<file path="src/rtl/lcs_pkg.sv">
// lcs_pkg: shared constants and types for the line sensor centroid averager
// no dependencies; used by every module of the block but lcs_div
package lcs_pkg;

  localparam int FRAC_BITS_DEF = 14;
  localparam int SAMPLE_W      = 8;
  localparam int SUM_W         = 24;
  localparam int CNT_W         = 4;
  localparam int POS_W         = 16;
  localparam int WSUM_W        = 6;
  localparam int FIFO_DEPTH    = 2;
  localparam int OUT_DATA_W    = 24;

  localparam logic [SAMPLE_W-1:0] RESAMPLE_RESET = 8'd1;

  // one classified snapshot, handed from front end to back end
  typedef struct packed {
    logic signed [WSUM_W-1:0]   wsum2;
    logic        [CNT_W-1:0]    black_count;
    logic                       aligned;
    logic                       close;
    logic        [SAMPLE_W-1:0] taken;
  } item_t;

endpackage

</file>
<file path="src/rtl/lcs_front.sv">
// lcs_front: accepts snapshots, counts black sensors, forms the weight sum and
// tracks the averaging window; depends on lcs_pkg
module lcs_front (
  input  logic                              clk,
  input  logic                              rst_n,
  input  logic                              cfg_wr_en,
  input  logic [lcs_pkg::SAMPLE_W-1:0]      cfg_wr_data,
  input  logic                              in_tvalid,
  output logic                              in_tready,
  input  logic [lcs_pkg::SAMPLE_W-1:0]      in_tdata,
  input  logic                              q_full,
  output logic                              q_push,
  output lcs_pkg::item_t                    q_item
);

  logic [lcs_pkg::SAMPLE_W-1:0] resample_r;
  logic [lcs_pkg::SAMPLE_W-1:0] taken_r;
  logic [lcs_pkg::SAMPLE_W-1:0] taken_nxt;
  logic [lcs_pkg::SAMPLE_W-1:0] limit;
  logic [lcs_pkg::SAMPLE_W:0]   taken_inc;
  logic signed [lcs_pkg::WSUM_W-1:0] wsum2;
  logic [lcs_pkg::CNT_W-1:0]    n;
  logic                         close;

  assign in_tready = !q_full;
  assign q_push    = in_tvalid && !q_full;

  // weight of sensor i doubled: 2i-7
  always_comb begin
    wsum2 = '0;
    n     = '0;
    for (int i = 0; i < lcs_pkg::SAMPLE_W; i++) begin
      if (in_tdata[i]) begin
        wsum2 = wsum2 + lcs_pkg::WSUM_W'(2 * i - 7);
        n     = n + lcs_pkg::CNT_W'(1);
      end
    end
  end

  assign limit     = (resample_r == '0) ? lcs_pkg::SAMPLE_W'(1) : resample_r;
  assign taken_inc = {1'b0, taken_r} + (lcs_pkg::SAMPLE_W+1)'(1);
  assign close     = taken_inc >= {1'b0, limit};
  assign taken_nxt = close ? '0 : taken_inc[lcs_pkg::SAMPLE_W-1:0];

  always_comb begin
    q_item.wsum2       = wsum2;
    q_item.black_count = n;
    q_item.aligned     = in_tdata[0] && in_tdata[lcs_pkg::SAMPLE_W-1];
    q_item.close       = close;
    q_item.taken       = taken_inc[lcs_pkg::SAMPLE_W-1:0];
  end

  always_ff @(posedge clk) begin
    if (!rst_n) begin
      resample_r <= lcs_pkg::RESAMPLE_RESET;
      taken_r    <= '0;
    end else begin
      if (cfg_wr_en) begin
        resample_r <= cfg_wr_data;
      end
      if (q_push) begin
        taken_r <= taken_nxt;
      end
    end
  end

endmodule

</file>
<file path="src/rtl/lcs_fifo.sv">
// lcs_fifo: short register queue of classified snapshots between front and back
// depends on lcs_pkg (item type and depth)
module lcs_fifo (
  input  logic           clk,
  input  logic           rst_n,
  input  logic           push,
  input  lcs_pkg::item_t push_item,
  output logic           full,
  input  logic           pop,
  output logic           not_empty,
  output lcs_pkg::item_t pop_item
);

  localparam int AW = (lcs_pkg::FIFO_DEPTH > 1) ? $clog2(lcs_pkg::FIFO_DEPTH) : 1;

  lcs_pkg::item_t mem_r [lcs_pkg::FIFO_DEPTH];
  logic [AW-1:0]  wptr_r;
  logic [AW-1:0]  rptr_r;
  logic [AW:0]    cnt_r;
  logic           do_push;
  logic           do_pop;

  assign full      = cnt_r == (AW+1)'(lcs_pkg::FIFO_DEPTH);
  assign not_empty = cnt_r != '0;
  assign do_push   = push && !full;
  assign do_pop    = pop && not_empty;
  assign pop_item  = mem_r[rptr_r];

  always_ff @(posedge clk) begin
    if (do_push) begin
      mem_r[wptr_r] <= push_item;
    end
  end

  always_ff @(posedge clk) begin
    if (!rst_n) begin
      wptr_r <= '0;
      rptr_r <= '0;
      cnt_r  <= '0;
    end else begin
      if (do_push) begin
        wptr_r <= (wptr_r == AW'(lcs_pkg::FIFO_DEPTH - 1)) ? '0 : wptr_r + AW'(1);
      end
      if (do_pop) begin
        rptr_r <= (rptr_r == AW'(lcs_pkg::FIFO_DEPTH - 1)) ? '0 : rptr_r + AW'(1);
      end
      case ({do_push, do_pop})
        2'b10:   cnt_r <= cnt_r + (AW+1)'(1);
        2'b01:   cnt_r <= cnt_r - (AW+1)'(1);
        default: cnt_r <= cnt_r;
      endcase
    end
  end

endmodule

</file>
<file path="src/rtl/lcs_div.sv">
// lcs_div: unsigned restoring divider, one quotient bit per cycle
// standalone; used by lcs_back for both the centroid and the window average
module lcs_div #(
  parameter int DW = 24,
  parameter int VW = 8
) (
  input  logic          clk,
  input  logic          rst_n,
  input  logic          start,
  input  logic [DW-1:0] dividend,
  input  logic [VW-1:0] divisor,
  output logic          busy,
  output logic [DW-1:0] quotient
);

  localparam int CW = $clog2(DW + 1);

  logic [DW-1:0] quo_r;
  logic [VW-1:0] rem_r;
  logic [VW-1:0] div_r;
  logic [CW-1:0] cnt_r;
  logic          busy_r;
  logic [VW:0]   rem_sh;
  logic          ge;
  logic [VW:0]   rem_sub;

  assign rem_sh  = {rem_r, quo_r[DW-1]};
  assign ge      = rem_sh >= {1'b0, div_r};
  assign rem_sub = rem_sh - {1'b0, div_r};

  assign busy     = busy_r;
  assign quotient = quo_r;

  always_ff @(posedge clk) begin
    if (start) begin
      quo_r <= dividend;
      rem_r <= '0;
      div_r <= divisor;
    end else if (busy_r) begin
      quo_r <= {quo_r[DW-2:0], ge};
      rem_r <= ge ? rem_sub[VW-1:0] : rem_sh[VW-1:0];
    end
  end

  always_ff @(posedge clk) begin
    if (!rst_n) begin
      busy_r <= 1'b0;
      cnt_r  <= '0;
    end else if (start) begin
      busy_r <= 1'b1;
      cnt_r  <= CW'(DW);
    end else if (busy_r) begin
      cnt_r  <= cnt_r - CW'(1);
      busy_r <= cnt_r != CW'(1);
    end
  end

endmodule

</file>
<file path="src/rtl/lcs_back.sv">
// lcs_back: per snapshot centroid divide, window accumulation, average divide
// and output register; depends on lcs_pkg and lcs_div
module lcs_back #(
  parameter int FRAC_BITS = lcs_pkg::FRAC_BITS_DEF
) (
  input  logic                               clk,
  input  logic                               rst_n,
  input  logic                               q_not_empty,
  input  lcs_pkg::item_t                     q_item,
  output logic                               q_pop,
  output logic                               out_tvalid,
  input  logic                               out_tready,
  output logic [lcs_pkg::OUT_DATA_W-1:0]     out_tdata
);

  localparam int CW = FRAC_BITS + 3;
  localparam int DW = (lcs_pkg::SUM_W > FRAC_BITS + 5) ? lcs_pkg::SUM_W : FRAC_BITS + 5;

  typedef enum logic [3:0] {
    S_IDLE = 4'b0001,
    S_CDIV = 4'b0010,
    S_ACC  = 4'b0100,
    S_ADIV = 4'b1000
  } state_t;

  state_t                              state_r;
  state_t                              state_nxt;
  logic signed [lcs_pkg::SUM_W-1:0]    sum_r;
  logic signed [lcs_pkg::SUM_W-1:0]    sum_nxt;
  logic signed [CW-1:0]                c_r;
  logic signed [CW-1:0]                c_nxt;
  logic [lcs_pkg::CNT_W-1:0]           n_r;
  logic                                aligned_r;
  logic                                close_r;
  logic [lcs_pkg::SAMPLE_W-1:0]        taken_r;
  logic                                neg_r;
  logic                                neg_nxt;
  logic                                ov_r;
  logic                                ov_nxt;
  logic [lcs_pkg::POS_W-1:0]           pos_r;
  logic [lcs_pkg::CNT_W-1:0]           ocnt_r;
  logic                                oal_r;
  logic                                out_load;

  logic                                div_start;
  logic [DW-1:0]                       div_dividend;
  logic [lcs_pkg::SAMPLE_W-1:0]        div_divisor;
  logic                                div_busy;
  logic [DW-1:0]                       div_quo;

  logic [lcs_pkg::WSUM_W-1:0]          wabs;
  logic [lcs_pkg::SAMPLE_W-1:0]        five_n;
  logic signed [lcs_pkg::SUM_W-1:0]    acc_sum;
  logic [lcs_pkg::SUM_W-1:0]           acc_abs;
  logic [CW-1:0]                       cq;
  logic [lcs_pkg::POS_W-1:0]           aq;

  lcs_div #(
    .DW (DW),
    .VW (lcs_pkg::SAMPLE_W)
  ) u_div (
    .clk      (clk),
    .rst_n    (rst_n),
    .start    (div_start),
    .dividend (div_dividend),
    .divisor  (div_divisor),
    .busy     (div_busy),
    .quotient (div_quo)
  );

  assign wabs    = q_item.wsum2[lcs_pkg::WSUM_W-1] ? -q_item.wsum2 : q_item.wsum2;
  assign five_n  = ({4'd0, q_item.black_count} << 2) + {4'd0, q_item.black_count};
  assign acc_sum = sum_r + {{(lcs_pkg::SUM_W-CW){c_r[CW-1]}}, c_r};
  assign acc_abs = acc_sum[lcs_pkg::SUM_W-1] ? -acc_sum : acc_sum;
  assign cq      = div_quo[CW-1:0];
  assign aq      = div_quo[lcs_pkg::POS_W-1:0];
  assign out_load = (state_r == S_ADIV) && !div_busy && (!ov_r || out_tready);

  always_comb begin
    state_nxt    = state_r;
    sum_nxt      = sum_r;
    c_nxt        = c_r;
    neg_nxt      = neg_r;
    ov_nxt       = ov_r;
    q_pop        = 1'b0;
    div_start    = 1'b0;
    div_dividend = '0;
    div_divisor  = '0;
    if (ov_r && out_tready) begin
      ov_nxt = 1'b0;
    end
    case (state_r)
      S_IDLE: begin
        if (q_not_empty) begin
          q_pop   = 1'b1;
          neg_nxt = q_item.wsum2[lcs_pkg::WSUM_W-1];
          if (q_item.black_count == '0) begin
            c_nxt     = '0;
            state_nxt = S_ACC;
          end else begin
            div_start    = 1'b1;
            div_dividend = DW'({{(DW-lcs_pkg::WSUM_W){1'b0}}, wabs} << FRAC_BITS);
            div_divisor  = five_n;
            state_nxt    = S_CDIV;
          end
        end
      end
      S_CDIV: begin
        if (!div_busy) begin
          c_nxt     = neg_r ? -cq : cq;
          state_nxt = S_ACC;
        end
      end
      S_ACC: begin
        if (close_r) begin
          div_start    = 1'b1;
          div_dividend = DW'(acc_abs);
          div_divisor  = taken_r;
          neg_nxt      = acc_sum[lcs_pkg::SUM_W-1];
          sum_nxt      = '0;
          state_nxt    = S_ADIV;
        end else begin
          sum_nxt   = acc_sum;
          state_nxt = S_IDLE;
        end
      end
      S_ADIV: begin
        if (out_load) begin
          ov_nxt    = 1'b1;
          state_nxt = S_IDLE;
        end
      end
      default: state_nxt = S_IDLE;
    endcase
  end

  // latch the popped item's side fields, the centroid and its sign, and the output fields on a load
  always_ff @(posedge clk) begin
    if (q_pop) begin
      n_r       <= q_item.black_count;
      aligned_r <= q_item.aligned;
      close_r   <= q_item.close;
      taken_r   <= q_item.taken;
    end
    c_r   <= c_nxt;
    neg_r <= neg_nxt;
    if (out_load) begin
      pos_r  <= neg_r ? -aq : aq;
      ocnt_r <= n_r;
      oal_r  <= aligned_r;
    end
  end

  always_ff @(posedge clk) begin
    if (!rst_n) begin
      state_r <= S_IDLE;
      sum_r   <= '0;
      ov_r    <= 1'b0;
    end else begin
      state_r <= state_nxt;
      sum_r   <= sum_nxt;
      ov_r    <= ov_nxt;
    end
  end

  assign out_tvalid = ov_r;
  assign out_tdata  = {3'b000, oal_r, ocnt_r, pos_r};

endmodule

</file>
<file path="src/rtl/line_sensor_centroid_averager.sv">
// line_sensor_centroid_averager: top level, front end, queue and back end
// depends on lcs_pkg, lcs_front, lcs_fifo, lcs_back (and lcs_div below it)
//
// Usage:
//   in_*  : one 8-bit sensor snapshot per transaction (bit i = sensor i black).
//   out_* : one result per closed window: averaged position (signed Q1.FRAC_BITS),
//           black count and aligned flag of the window's last snapshot.
//   cfg_* : cfg_wr_en writes resample_count (snapshots per window, 0 acts as 1).
// The back end runs a snapshot with a black sensor through the centroid divide
//   and then the accumulate step, and one with no black sensor through the
//   accumulate step alone; a snapshot that closes a window then adds the average
//   divide. Both divides share one bit-serial divider, one quotient bit per
//   cycle, so the back end finishes one snapshot before it takes the next.
// With the back end idle, out_tvalid rises from the output register once the
//   closing snapshot has passed these steps.
// A two-entry queue sits between front and back, so in_tready stays high while
//   the back end works until the queue fills.
// Reset (rst_n, synchronous) clears the window sum and count, empties the queue
//   and sets resample_count to 1. When out_tready is low the result waits in the
//   output register; the back end keeps working until it needs that register.
module line_sensor_centroid_averager #(
  parameter int FRAC_BITS = lcs_pkg::FRAC_BITS_DEF
) (
  input  logic                               clk,
  input  logic                               rst_n,
  input  logic                               cfg_wr_en,
  input  logic [lcs_pkg::SAMPLE_W-1:0]       cfg_wr_data,   // resample_count
  input  logic                               in_tvalid,
  output logic                               in_tready,
  input  logic [lcs_pkg::SAMPLE_W-1:0]       in_tdata,      // [7:0] sample_bits
  output logic                               out_tvalid,
  input  logic                               out_tready,
  // [15:0] position_avg, [19:16] black_count, [20] aligned, [23:21] zero
  output logic [lcs_pkg::OUT_DATA_W-1:0]     out_tdata
);

  logic           q_push;
  logic           q_full;
  logic           q_pop;
  logic           q_not_empty;
  lcs_pkg::item_t q_in_item;
  lcs_pkg::item_t q_out_item;

  lcs_front u_front (
    .clk         (clk),
    .rst_n       (rst_n),
    .cfg_wr_en   (cfg_wr_en),
    .cfg_wr_data (cfg_wr_data),
    .in_tvalid   (in_tvalid),
    .in_tready   (in_tready),
    .in_tdata    (in_tdata),
    .q_full      (q_full),
    .q_push      (q_push),
    .q_item      (q_in_item)
  );

  lcs_fifo u_fifo (
    .clk       (clk),
    .rst_n     (rst_n),
    .push      (q_push),
    .push_item (q_in_item),
    .full      (q_full),
    .pop       (q_pop),
    .not_empty (q_not_empty),
    .pop_item  (q_out_item)
  );

  lcs_back #(
    .FRAC_BITS (FRAC_BITS)
  ) u_back (
    .clk         (clk),
    .rst_n       (rst_n),
    .q_not_empty (q_not_empty),
    .q_item      (q_out_item),
    .q_pop       (q_pop),
    .out_tvalid  (out_tvalid),
    .out_tready  (out_tready),
    .out_tdata   (out_tdata)
  );

endmodule

</file>
<file path="config.mk">
export PLATFORM = sky130hd
export DESIGN_NAME = line_sensor_centroid_averager
export DESIGN_NICKNAME = d
export VERILOG_FILES = /design/src/rtl/lcs_pkg.sv /design/src/rtl/lcs_front.sv /design/src/rtl/lcs_fifo.sv /design/src/rtl/lcs_div.sv /design/src/rtl/lcs_back.sv /design/src/rtl/line_sensor_centroid_averager.sv
export SDC_FILE = /design/constraint.sdc
export NUM_CORES = 1
export LEC_CHECK = 0
export BUFFER_PORTS_ARGS = -buffer_cell sky130_fd_sc_hd__clkbuf_2
export CORE_MARGIN = 5
export CORE_UTILIZATION = 57
export DETAILED_ROUTE_END_ITERATION = 7
export PLACE_DENSITY = 0.83
export SLEW_MARGIN = 20
export SYNTH_ARGS = -nofsm -noshare
export SYNTH_HDL_FRONTEND = slang
export SYNTH_SLANG_ARGS = --single-unit
</file>
<file path="constraint.sdc">
create_clock -name clk -period 4.4 [get_ports clk]
set_input_delay 0.22 -clock clk [delete_from_list [all_inputs] [get_ports clk]]
set_output_delay 0.22 -clock clk [all_outputs]
set_load 0.02 [all_outputs]
</file>
Word-level counts from Yosys, hierarchy flattened
Memory sizes are Yosys's and may differ from the RTL's. A register that Yosys moved wholly into a read port is not among the register bits.
Index checks and enable logic that the tools add are counted.
{ "classes": {"n_reduce_logical": 22, "n_addsub": 27, "bitwise": 1, "eq_ne": 13, "muxes": 67, "n_lt_le_gt_ge": 2} }
{ "ops": {"columns": ["op", "count"], "rows": [
  ["two-way mux 24 bit", 6],
  ["two-way mux 17 bit", 4],
  ["two-way mux 6 bit", 9],
  ["two-way mux 8 bit", 6],
  ["case mux 24 bit (2 select lines)", 1],
  ["two-way mux 4 bit", 11],
  ["case mux 17 bit (2 select lines)", 1],
  ["adder 24 bit", 1],
  ["adder 4 x 1 -> 4 bit (second input constant)", 6],
  ["negation 24 bit", 1],
  ["two-way mux 20 bit", 1],
  ["two-way mux 1 bit", 19],
  ["adder 6 x 4 -> 6 bit (second input constant)", 3],
  ["greater-or-equal comparator 9 x 8 -> 1 bit", 2],
  ["negation 17 bit", 1],
  ["two-way mux 16 bit", 1],
  ["negation 16 bit", 1],
  ["case mux 4 bit (4 select lines)", 1],
  ["case mux 8 bit (2 select lines)", 1],
  ["adder 6 x 3 -> 6 bit (second input constant)", 2],
  ["two-way mux 5 bit", 2],
  ["nonzero test 2 bit", 5],
  ["adder 8 x 1 -> 9 bit (second input constant)", 1],
  ["zero test 8 bit", 1],
  ["other kinds (30)", 45]
]} }
{ "totals": {"ram_bits": 40, "ff_bits": 148, "input_bits": 21, "memories": 1, "out_inout_bits": 26} }
{ "memory_table": {"columns": ["name", "words", "word_bits", "rd", "rd_clocked_by_memory_dff", "write_ports", "line", "text"], "rows": [
  ["u_fifo.mem_r", 2, 20, 1, 1, 1, "lcs_fifo.sv:16", "lcs_pkg::item_t mem_r [lcs_pkg::FIFO_DEPTH];"]
]} }

Longest topological paths before layout
Gate-level depths: netlist of run 1.
{ "depth": {"word_depth": 15, "depth_mapped": 18} }

Modules after synthesis
Synthesis of run 1 repeated with hierarchy kept, for this count alone.
{ "unflattened": {"hier_cells": 1163, "area_unflattened_um2": 11895.2} }
{ "by_module_without_submodules": {"columns": ["module", "cells_per_inst", "seq_area_each_um2", "area_per_inst_um2", "instances"], "rows": [
  ["lcs_back", 573, 2172.1, 5500.3, 1],
  ["lcs_div", 204, 1241.2, 2411.1, 1],
  ["lcs_front", 298, 320.3, 2308.5, 1],
  ["lcs_fifo", 88, 1301.2, 1675.4, 1]
]} }

Worst setup path after synthesis of run 1
OpenSTA, ideal clock, no wires.
{ "synth_path": {"kind": "input port to flip-flop", "start": "in in_tdata[2] in the netlist's numbering", "end": "mem u_fifo.mem_r[0][11] in the netlist's numbering (data pin)", "path_buffers": 1, "stages": 13, "setup_time_ps": 262, "slack_ps": 329, "arrival_time_ps": 3808, "cell_sequence": "buf_2 > inv_1 > fa_1 > ha_1 > mux2_2 > ha_1 > mux2_2 > ha_1 > mux2_2 > ha_1 > mux2_2 > ha_1 > mux2_2"} }
{ "synth_rtl": {"columns": ["item", "line", "text"], "rows": [
  ["start: declaration", "line_sensor_centroid_averager.sv:30", "input logic [lcs_pkg::SAMPLE_W-1:0] in_tdata,"],
  ["end: declaration", "lcs_fifo.sv:16", null]
]} }

==> results of run 1 <==
-- logic make-up (layout without fill, tap and decap cells) --
family / count (synthesis) / count (layout)
other: 1 / 3
AND/OR/NAND/NOR: 322 / 322
buffers and inverters: 100 / 143
multiplexers: 44 / 44
adder cells (fa/ha/maj): 70 / 70
XOR/XNOR: 109 / 109
AO/OA/AOI/OAI: 260 / 260
flip-flops: 187 / 187
-- cell usage after synthesis, drive strengths merged (6+ instances only) --
| cell | count | area, um2 |
|---|---|---|
| nand2b | 11 | 68.82 |
| nand3 | 32 | 165.2 |
| buf | 14 | 78.83 |
| a211o | 6 | 52.55 |
| o21ai | 65 | 325.3 |
| mux2 | 20 | 225.2 |
| clkbuf | 33 | 123.9 |
| and3 | 8 | 50.05 |
| or3 | 7 | 43.79 |
| a21boi | 7 | 52.55 |
| a22oi | 23 | 172.7 |
| edfxtp | 123 | 3694 |
| a32o | 8 | 80.08 |
| xor2 | 49 | 459.2 |
| mux2i | 24 | 240.2 |
| xnor2 | 60 | 533.0 |
| nor3 | 26 | 135.1 |
| nor2b | 40 | 250.2 |
| a211oi | 6 | 67.56 |
| a21oi | 55 | 286.5 |
| nor3b | 6 | 50.05 |
| a21o | 20 | 150.1 |
| inv | 53 | 198.9 |
| dfxtp | 64 | 1281 |
| nor4b | 6 | 58.80 |
| o31ai | 8 | 60.06 |
| nand2 | 78 | 292.8 |
| ha | 65 | 813.3 |
| nand4 | 8 | 50.05 |
| o21a | 12 | 90.09 |
| o41ai | 6 | 52.55 |
| and2 | 28 | 175.2 |
| nor2 | 50 | 187.7 |
| nor4 | 8 | 56.30 |
| a31oi | 9 | 56.30 |
-- report_power, final --
| group | internal, uW | switching (uW) |
|---|---|---|
| logic | 1030 | 1480 |
| registers | 2520 | 349 |
| clock network | 761 | 735 |
-- worst paths after layout --
kind                                    start                                  end  slack (ns)  cells past startpoint
setup / recovery                  in_tdata[0]        u_fifo.mem_r[1][19]$_DFFE_PP_        0.49                     17
hold reg to reg       u_back.n_r[0]$_DFFE_PP_           u_back.ocnt_r[0]$_DFFE_PP_        0.42                      0
hold / removal                 cfg_wr_data[5]   u_front.resample_r[5]$_SDFFE_PN0P_        0.03                      3
setup reg to reg  u_back.c_r[0]$_SDFFCE_PN0P_  u_back.u_div.quotient[22]$_DFFE_PP_        0.54                     12
-- routing by layer --
layer	part of all wire	routed length [um]	GRT usage	vias to the layer above
li1	-	-	-	4041
met1	0.42	10090	0.2786	4004
met2	0.50	12190	0.3833	257
met3	0.054	1320	0.04124	61
met4	0.028	675	0.08326	0
met5	0	0	0	-
-- flip-flops by register name (all words and copies together), names as in the netlist, 16 cells and up, named ones only --
signal,count
u_fifo.mem_r,38
u_back.u_div.quotient,24
u_back.pos_r,16
u_back.c_r,17
u_back.sum_r,24
-- critical path: stages --
cell and delay [ns]:
clkbuf_2 0.13, inv_1 0.08, fa_1 0.66, xor2_2 0.38, ha_1 0.20, inv_1 0.04
a221o_1 0.36, ha_1 0.28, mux2_2 0.30, inv_1 0.07, ha_1 0.18, o21ai_1 0.10
or4b_1 0.49, nand3_2 0.11, xor2_2 0.20, nand3_1 0.12, xnor2_1 0.17
-- per-stage QoR --
stage / worst slack, ns / utilization / std cells / instance area (um2)
global route: 0.2978 / 0.6325 / 1403 / 12270
CTS: 0.4968 / 0.6325 / 1403 / 12270
detailed placement: 0.09705 / 0.6027 / 1371 / 11690
finish: 0.4859 / 0.6325 / 1403 / 12270
global placement: 0.2475 / 0.6027 / 1371 / 11690
floorplan: 0.3293 / - / 1095 / 11220
-- layout by cell type (no fill, tap or decap), types with 23 or more instances in the layout --
cell        n
edfxtp_1  123
nand2_1    78
ha_1       65
dfxtp_1    64
xnor2_1    59
o21ai_0    58
a21oi_1    54
inv_1      53
nor2_1     49
xor2_1     45
clkbuf_2   44
nor2b_1    39
nand3_1    31
and2_1     27
nor3_1     25
mux2i_1    24
a22oi_1    23
-- area by class of cell --
class / instances / share of cell area
Tap cell: 265 / 0.02702
Inverter: 53 / 0.01621
Sequential cell: 187 / 0.4054
Clock inverter: 14 / 0.01213
Clock buffer: 18 / 0.03508
Multi-Input combinational cell: 808 / 0.4774
Timing Repair Buffer: 58 / 0.02672
==> results.toml, run 1 <==
[clocking]
cts_root_buf = "clkbuf_16"
ctsHtreeMaxLevel = 4
path_clk_slew_ns = 0.08
clockBufferDepth = 2
cts_setup_buffers = 0
hold_buffers = 0
cts_sinks = 187
tritoncts = "built"
numCtsBuffers = 17
cts_resized = 0
clock_latency_ns = 0.44

[layout]
nets = 1216
antenna_cells = 0
multiInputGateArea_um2 = 5858
syn2layout_area_growth_pct = 9.404
regArea_um2 = 4975
nFillCells = 1559
drive_gt1_frac = 0.1204

[global_routing]
grt_pass1_vias = 8281
grt.total_usage = 0.2224
grt_pass1_wl_um = 40300
grt.overflow.total = 0
grt_start_max_net_pins = 49
antenna_found_initial = 0

[floorplan]
die_w_um = 150.3
start_util = 0.5782
pin_count = 47
dieHeight_um = 150.3
design.core.area_um2 = 19400
row_count = 51
die-area_um2 = 22580

[logic_synthesis]
avgSynthCellArea_um2 = 10.26
synthAdderAreaFrac = 0.08144
synthArstFlopShare = 0
ys_seq_area_frac = 0.4436
synth-edff-count = 123
synth_flop_cell = "edfxtp_1"
netlist_area_um2 = 11220
muxShareOfSynthArea = 0.04150
synth_compound_area_frac = 0.1568
synthSimpleGateAreaFrac = 0.1521
ys_types = 77
synth_seq_cells = 187
synthXorXnorAreaFrac = 0.08846
synth_warnings = 0
synth_top_family_by_area = "compound AO/OA/AOI/OAI gates"
syn_inst = 1093

[sta]
hold_viol_final = 0
rsz0062_at_grt = "false"
finClkSkew_ns = 0.009793
layout_worst_path_cycle_share = 0.8896
worst_pin_slew_ns = 1.121
final_max_slew_viol_count = 0
report.final.setup_viol = 0
max_freq_mhz = 255.5
slew_headroom = 0.2520
holdWs_ns = 0.02738
fin_tns_setup_ns = 0
period_minus_slack_ns = 3.914

[worst_setup_path]
cp_max_fo = 8
worstPathArrival_ns = 4.10
critPathCaptureType = "flop"
critPathRequiredTime_ns = 4.58
start_kind = "input pin"
critical_path_class = "input pin to flop"

[placement]
dp.final_hpwl_um = 17020
gp_congestion = 0.8980
io_buffers = 43

[power]
power.total_uw = 6877
p_per_area_nw_per_um2 = 560.4
cellLeakagePower_uw = 0.004835
ir_drop_v = 0.0003198

[job]
cap_violations = 0

[status]
status = "finished clean"

[drt]
drt_iter0_drc = 585
wl_um = 24280
ant_nets = 0
num_vias = 8363
drtPass1Iterations = 6
post_drt_wl_per_cell_um = 17.30
drc_errors = 0
viasPerCell = 5.961

[min_path]
hold_path.class = "input pin to flop"
Power figures use the tool's default switching activity.
==> run 2, diff against run 1 <==
Settings changed: CORE_UTILIZATION 57 to 63, PLACE_DENSITY 0.83 to 0.87.
Clock period 4.4 ns to 3.71 ns, I/O delays scaled along.
==> results.toml, run 2 (synthesis results as in run 1) <==
[min_path]
hold_path.class = "input pin to flop"

[power]
p_switching_uw = 3095
cellLeakagePower_uw = 0.005029
p_int_uw = 5200
p_per_area_nw_per_um2 = 659.2
swShare = 0.3731
ir_drop_v = 0.0004459
combPwrFrac = 0.389
clkPwrFrac = 0.201
seq_power_share = 0.410

[floorplan]
die_w_um = 143.4
start_util = 0.6462
die-area_um2 = 20570
row_count = 48
pin_count = 47
design.core.area_um2 = 17360
dieHeight_um = 143.4

[placement]
gp_congestion = 0.9442
io_buffers = 43
dp.final_hpwl_um = 17600

[drt]
wl_um = 25920
drc_errors = 1
drtPass1Iterations = 8
post_drt_wl_per_cell_um = 18.43
num_vias = 8824
ant_nets = 0
viasPerCell = 6.276
drt_iter0_drc = 931

[global_routing]
grt_pass1_vias = 8428
grt.overflow.total = 0
antenna_found_initial = 0
grt.total_usage = 0.2493
grt_start_max_net_pins = 49
grt_pass1_wl_um = 41320

[clocking]
cts_root_buf = "clkbuf_16"
path_clk_slew_ns = 0.07
clockBufferDepth = 2
ctsHtreeMaxLevel = 4
cts_sinks = 187
numCtsBuffers = 17
clock_latency_ns = 0.43
tritoncts = "built"

[status]
violations = "DRC"
status = "complete, but fails checks"

[sta]
slew_headroom = 0.3467
final_max_slew_viol_count = 0
rsz0062_at_grt = "true"
max_freq_mhz = 271.0
fin_tns_setup_ns = 0
report.final.setup_viol = 0
hold_viol_final = 0
worst_pin_slew_ns = 0.9799
period_minus_slack_ns = 3.690
finClkSkew_ns = 0.01122
layout_worst_path_cycle_share = 0.9946

[layout]
mostFrequentLayoutCells = "edfxtp_1, nand2_1, dfxtp_1"
syn2layout_area_growth_pct = 12.18
drive_gt1_frac = 0.1600
final_common_cell = "edfxtp_1"
largest_reg_flops = 38
top_register = "u_fifo.mem_r"
antenna_cells = 0
fin_util = 0.7249
nets = 1259

[worst_setup_path]
max_stage_delay_ns = 0.57
cp_max_fo = 3
start_kind = "flop"
critical_path_class = "flop to flop"
slowest_stage = "or4_4"
worstPathArrival_ns = 3.87
crit_chain = "ha_2 -> fa_2 -> a21oi_2 -> buf_4 -> o21bai_1 -> xnor2_1 -> nand2_1 -> or4_4 -> or4_4 -> nor4_4 -> a31oi_1 -> xnor2_1 -> o21ai_1"
critPathRequiredTime_ns = 3.89
critPathCaptureType = "flop"

[job]
cap_violations = 0
[run 2: changes by cell type in the layout (fill, tap and decap cells not counted), sizes merged]
cell         change
buf             +40
inv              -4
clkbuf           +3
dlygate4sd3      +3
clkinvlp         +2
clkinv           -1
[run 2: power groups by stage]
stage               clock network [uW]  logic (uW)  registers (uW)
floorplan                            0        2320            3240
global placement                     0        2920            3400
global route                      1780        3550            3450
CTS                               1670        3130            3380
finish                            1670        3220            3400
detailed placement                   0        3050            3420
[run 2: metal layers]
metal / vias to the layer above / GRT usage / part of all wire
met1: 4206 / 0.3230 / 0.41
met5: - / 0 / 0
met2: 410 / 0.4211 / 0.50
met4: 0 / 0.1021 / 0.034
met3: 83 / 0.03760 / 0.061
li1: 4125 / - / -
[run 2: what timing repair did]
item | CTS | global route
hold buffers | 3 | 0
resized for setup | 1 | 17
endpoints found under the hold margin | 3 | 0
pin swaps | 0 | 19
setup buffers | 0 | 5
setup endpoints to repair | 2 | 10
[run 2: worst paths after layout]
kind | start | to | slack, ns | cells after the start
hold / removal | cfg_wr_data[6] | u_front.resample_r[6]$_SDFFE_PN0P_ | 0.007 | 3
setup reg to reg | u_back.c_r[0]$_SDFFCE_PN0P_ | u_back.u_div.quotient[22]$_DFFE_PP_ | 0.02 | 13
hold reg to reg | u_back.n_r[3]$_DFFE_PP_ | u_back.ocnt_r[3]$_DFFE_PP_ | 0.42 | 0
setup / recovery | u_back.c_r[0]$_SDFFCE_PN0P_ | u_back.u_div.quotient[22]$_DFFE_PP_ | 0.02 | 13
[run 2: per-stage QoR]
stage / worst slack [ns] / instances / hold WS [ns] / power, uW / instance area [um2]
2_1_floorplan: -0.1924 / 1095 / 0.3140 / 5567 / 11240
3_3_place_gp: -0.1926 / 1367 / 0.4036 / 6311 / 11920
3_5_place_dp: -0.2926 / 1367 / 0.4092 / 6473 / 11920
4_1_cts: 0.03883 / 1402 / 0.002106 / 8191 / 12480
5_1_grt: -0.1330 / 1406 / 0.009034 / 8776 / 12580
6_report: 0.01998 / 1406 / 0.006691 / 8295 / 12580
[run 2: final cells by class]
class / count / area, um2
Multi-Input combinational cell: 808 / 5937
Clock inverter: 11 / 90.09
Fill cell: 1122 / 4775
Timing Repair Buffer: 101 / 658.1
Inverter: 53 / 198.9
Clock buffer: 21 / 441.7
Tap cell: 225 / 281.5
Sequential cell: 187 / 4975
[run 2: critical path: cells and delay by family, from the launching register on]
family          cells  cell delay (ns)
simple gates        4             1.47
fa+ha+maj           2             0.56
compound gates      4             0.49
flops               1             0.37
xor+xnor            2             0.39
buf+inv             1             0.14
==> run 3, diff against run 2 <==
Settings changed: CELL_PAD_IN_SITES_DETAIL_PLACEMENT from default to 2, CELL_PAD_IN_SITES_GLOBAL_PLACEMENT from default to 2, CORE_UTILIZATION 63 to 41, PLACE_DENSITY 0.87 to 0.86.
==> results.toml, run 3 (synthesis results as in run 1) <==
[clocking]
cts_root_buf = "clkbuf_16"
clock_latency_ns = 0.46
tritoncts = "built"
numCtsBuffers = 17
path_clk_slew_ns = 0.09
cts_sinks = 187
ctsHtreeMaxLevel = 4
clockBufferDepth = 2

[worst_setup_path]
slowest_stage = "or4_4"
critPathCaptureType = "flop"
critical_path_class = "flop to flop"
cp_num_cells = 13
start_kind = "flop"
cp_common_cell = "or4_4"
crit_family = "simple AND/OR/NAND/NOR gates"
crit_chain = "ha_4 -> fa_2 -> a21oi_4 -> o21bai_4 -> xnor2_2 -> nand2_2 -> or4_4 -> or4_4 -> nor4_4 -> buf_4 -> a21oi_2 -> xnor2_1 -> o21ai_1"
cp_max_fo = 4
max_stage_delay_ns = 0.58
critPathBufInv = 1
startpoint = "u_back.c_r[0]$_SDFFCE_PN0P_"
r2r_cells = 13
critPathRequiredTime_ns = 3.89
r2r-start = "u_back.c_r[0]$_SDFFCE_PN0P_"
worstPathArrival_ns = 4.08

[power]
power.total_uw = 9615
p_per_area_nw_per_um2 = 721.3
cellLeakagePower_uw = 0.005274
ir_drop_v = 0.0003793

[layout]
nets = 1282
top_register = "u_fifo.mem_r"
nFillCells = 2699
largest_reg_flops = 38
mostFrequentLayoutCells = "edfxtp_1, nand2_1, buf_4"
final_common_cell = "edfxtp_1"
antenna_cells = 0
drive_gt1_frac = 0.2151
fin_util = 0.4946
syn2layout_area_growth_pct = 18.85

[drt]
drc_errors = 0
ant_nets = 0
post_drt_wl_per_cell_um = 30.73
viasPerCell = 6.364
wl_um = 47480
drtPass1Iterations = 5
drt_iter0_drc = 869
num_vias = 9832

[global_routing]
grt_pass1_wl_um = 67830
grt.overflow.total = 0
antenna_found_initial = 0
grt_pass1_vias = 10840
grt_start_max_net_pins = 49
grt.total_usage = 0.2880

[min_path]
worstHoldStart = "cfg_wr_data[5]"
hold_path.class = "input pin to flop"
hold_depth = 3

[placement]
io_buffers = 43
gp_congestion = 0.8403
dp.final_hpwl_um = 27080
dpl_worst_slack_ns = -0.4596

[status]
violations = "setup timing"
status = "complete, but fails checks"

[sta]
final_max_slew_viol_count = 0
slew_headroom = 0.2064
hold_viol_final = 0
rsz0062_at_grt = "true"
final.setup.worst_slack_ns = -0.1916
period_minus_slack_ns = 3.902
finClkSkew_ns = 0.01783
fin_tns_setup_ns = -1.352
holdWs_ns = 0.002388
layout_worst_path_cycle_share = 1.052
worst_pin_slew_ns = 1.190
report.final.setup_viol = 35
max_freq_mhz = 256.3

[floorplan]
design.core.area_um2 = 26950
start_util = 0.4162
dieHeight_um = 175.4
pin_count = 47
die-area_um2 = 30760
die_w_um = 175.4
row_count = 60

[job]
cap_violations = 0
run 3: cell count changes in the layout (fill, tap and decap cells not counted), moves of 4 or more:
| cell | previous run | this run |
|---|---|---|
| xnor2_1 | 58 | 52 |
| xor2_2 | 4 | 8 |
| buf_4 | 55 | 75 |
| a21oi_2 | 2 | 6 |
| xnor2_2 | 2 | 8 |
| o21ai_2 | 1 | 7 |
| o21ai_0 | 57 | 52 |
| ha_1 | 63 | 59 |
| a21oi_1 | 52 | 46 |
| xor2_1 | 45 | 40 |
run 3: path summary, 6_finish.rpt:
kind,to,slack (ns)
max,u_back.u_div.quotient[20]$_DFFE_PP_,-0.19
min,u_front.resample_r[5]$_SDFFE_PN0P_,0.002
max reg2reg,u_back.u_div.quotient[20]$_DFFE_PP_,-0.19
min reg2reg,u_back.ocnt_r[1]$_DFFE_PP_,0.43
run 3: repair_timing:
item	CTS	global route
endpoints found under the hold margin	3	0
endpoints found under the setup margin	13	53
pin swaps	24	20
hold buffers	3	0
resized for setup	38	50
buffers inserted	8	10
run 3: report_power, final:
part / internal, uW / switching [uW] / leakage, uW
clock: 906 / 1030 / 0.000285
sequential: 3000 / 552 / 0.00168
combinational: 1450 / 2680 / 0.00331
total: 5350 / 4260 / 0.00527
run 3: area by class of cell:
class	instances	area, um2	share of cell area
sequential	187	4975	0.3732
multi-input combinational	808	6297	0.4724
inverter	53	201.4	0.01511
tap	341	426.7	0.03201
clock inverter	14	150.1	0.01126
timing repair buffer	124	850.8	0.06383
clock buffer	18	429.2	0.03219
run 3: routing by layer:
metal / track usage / vias to the layer above / wire length [um]
li1: - / 4157 / -
met1: 0.3314 / 5076 / 18240
met2: 0.5246 / 436 / 24740
met3: 0.03960 / 163 / 2203
met4: 0.1414 / 0 / 2293
met5: 0 / - / 0
run 3: stage by stage:
stage / area, um2 / instances
finish: 13330 / 1545
global route: 13330 / 1545
CTS: 12980 / 1536
detailed placement: 12140 / 1494
global placement: 12140 / 1494
floorplan: 11240 / 1095
run 3: tightest hold or removal path, cell delays in order:
cell      delay, ns
clkbuf_2       0.08
mux2i_1        0.06
nor2b_1        0.10
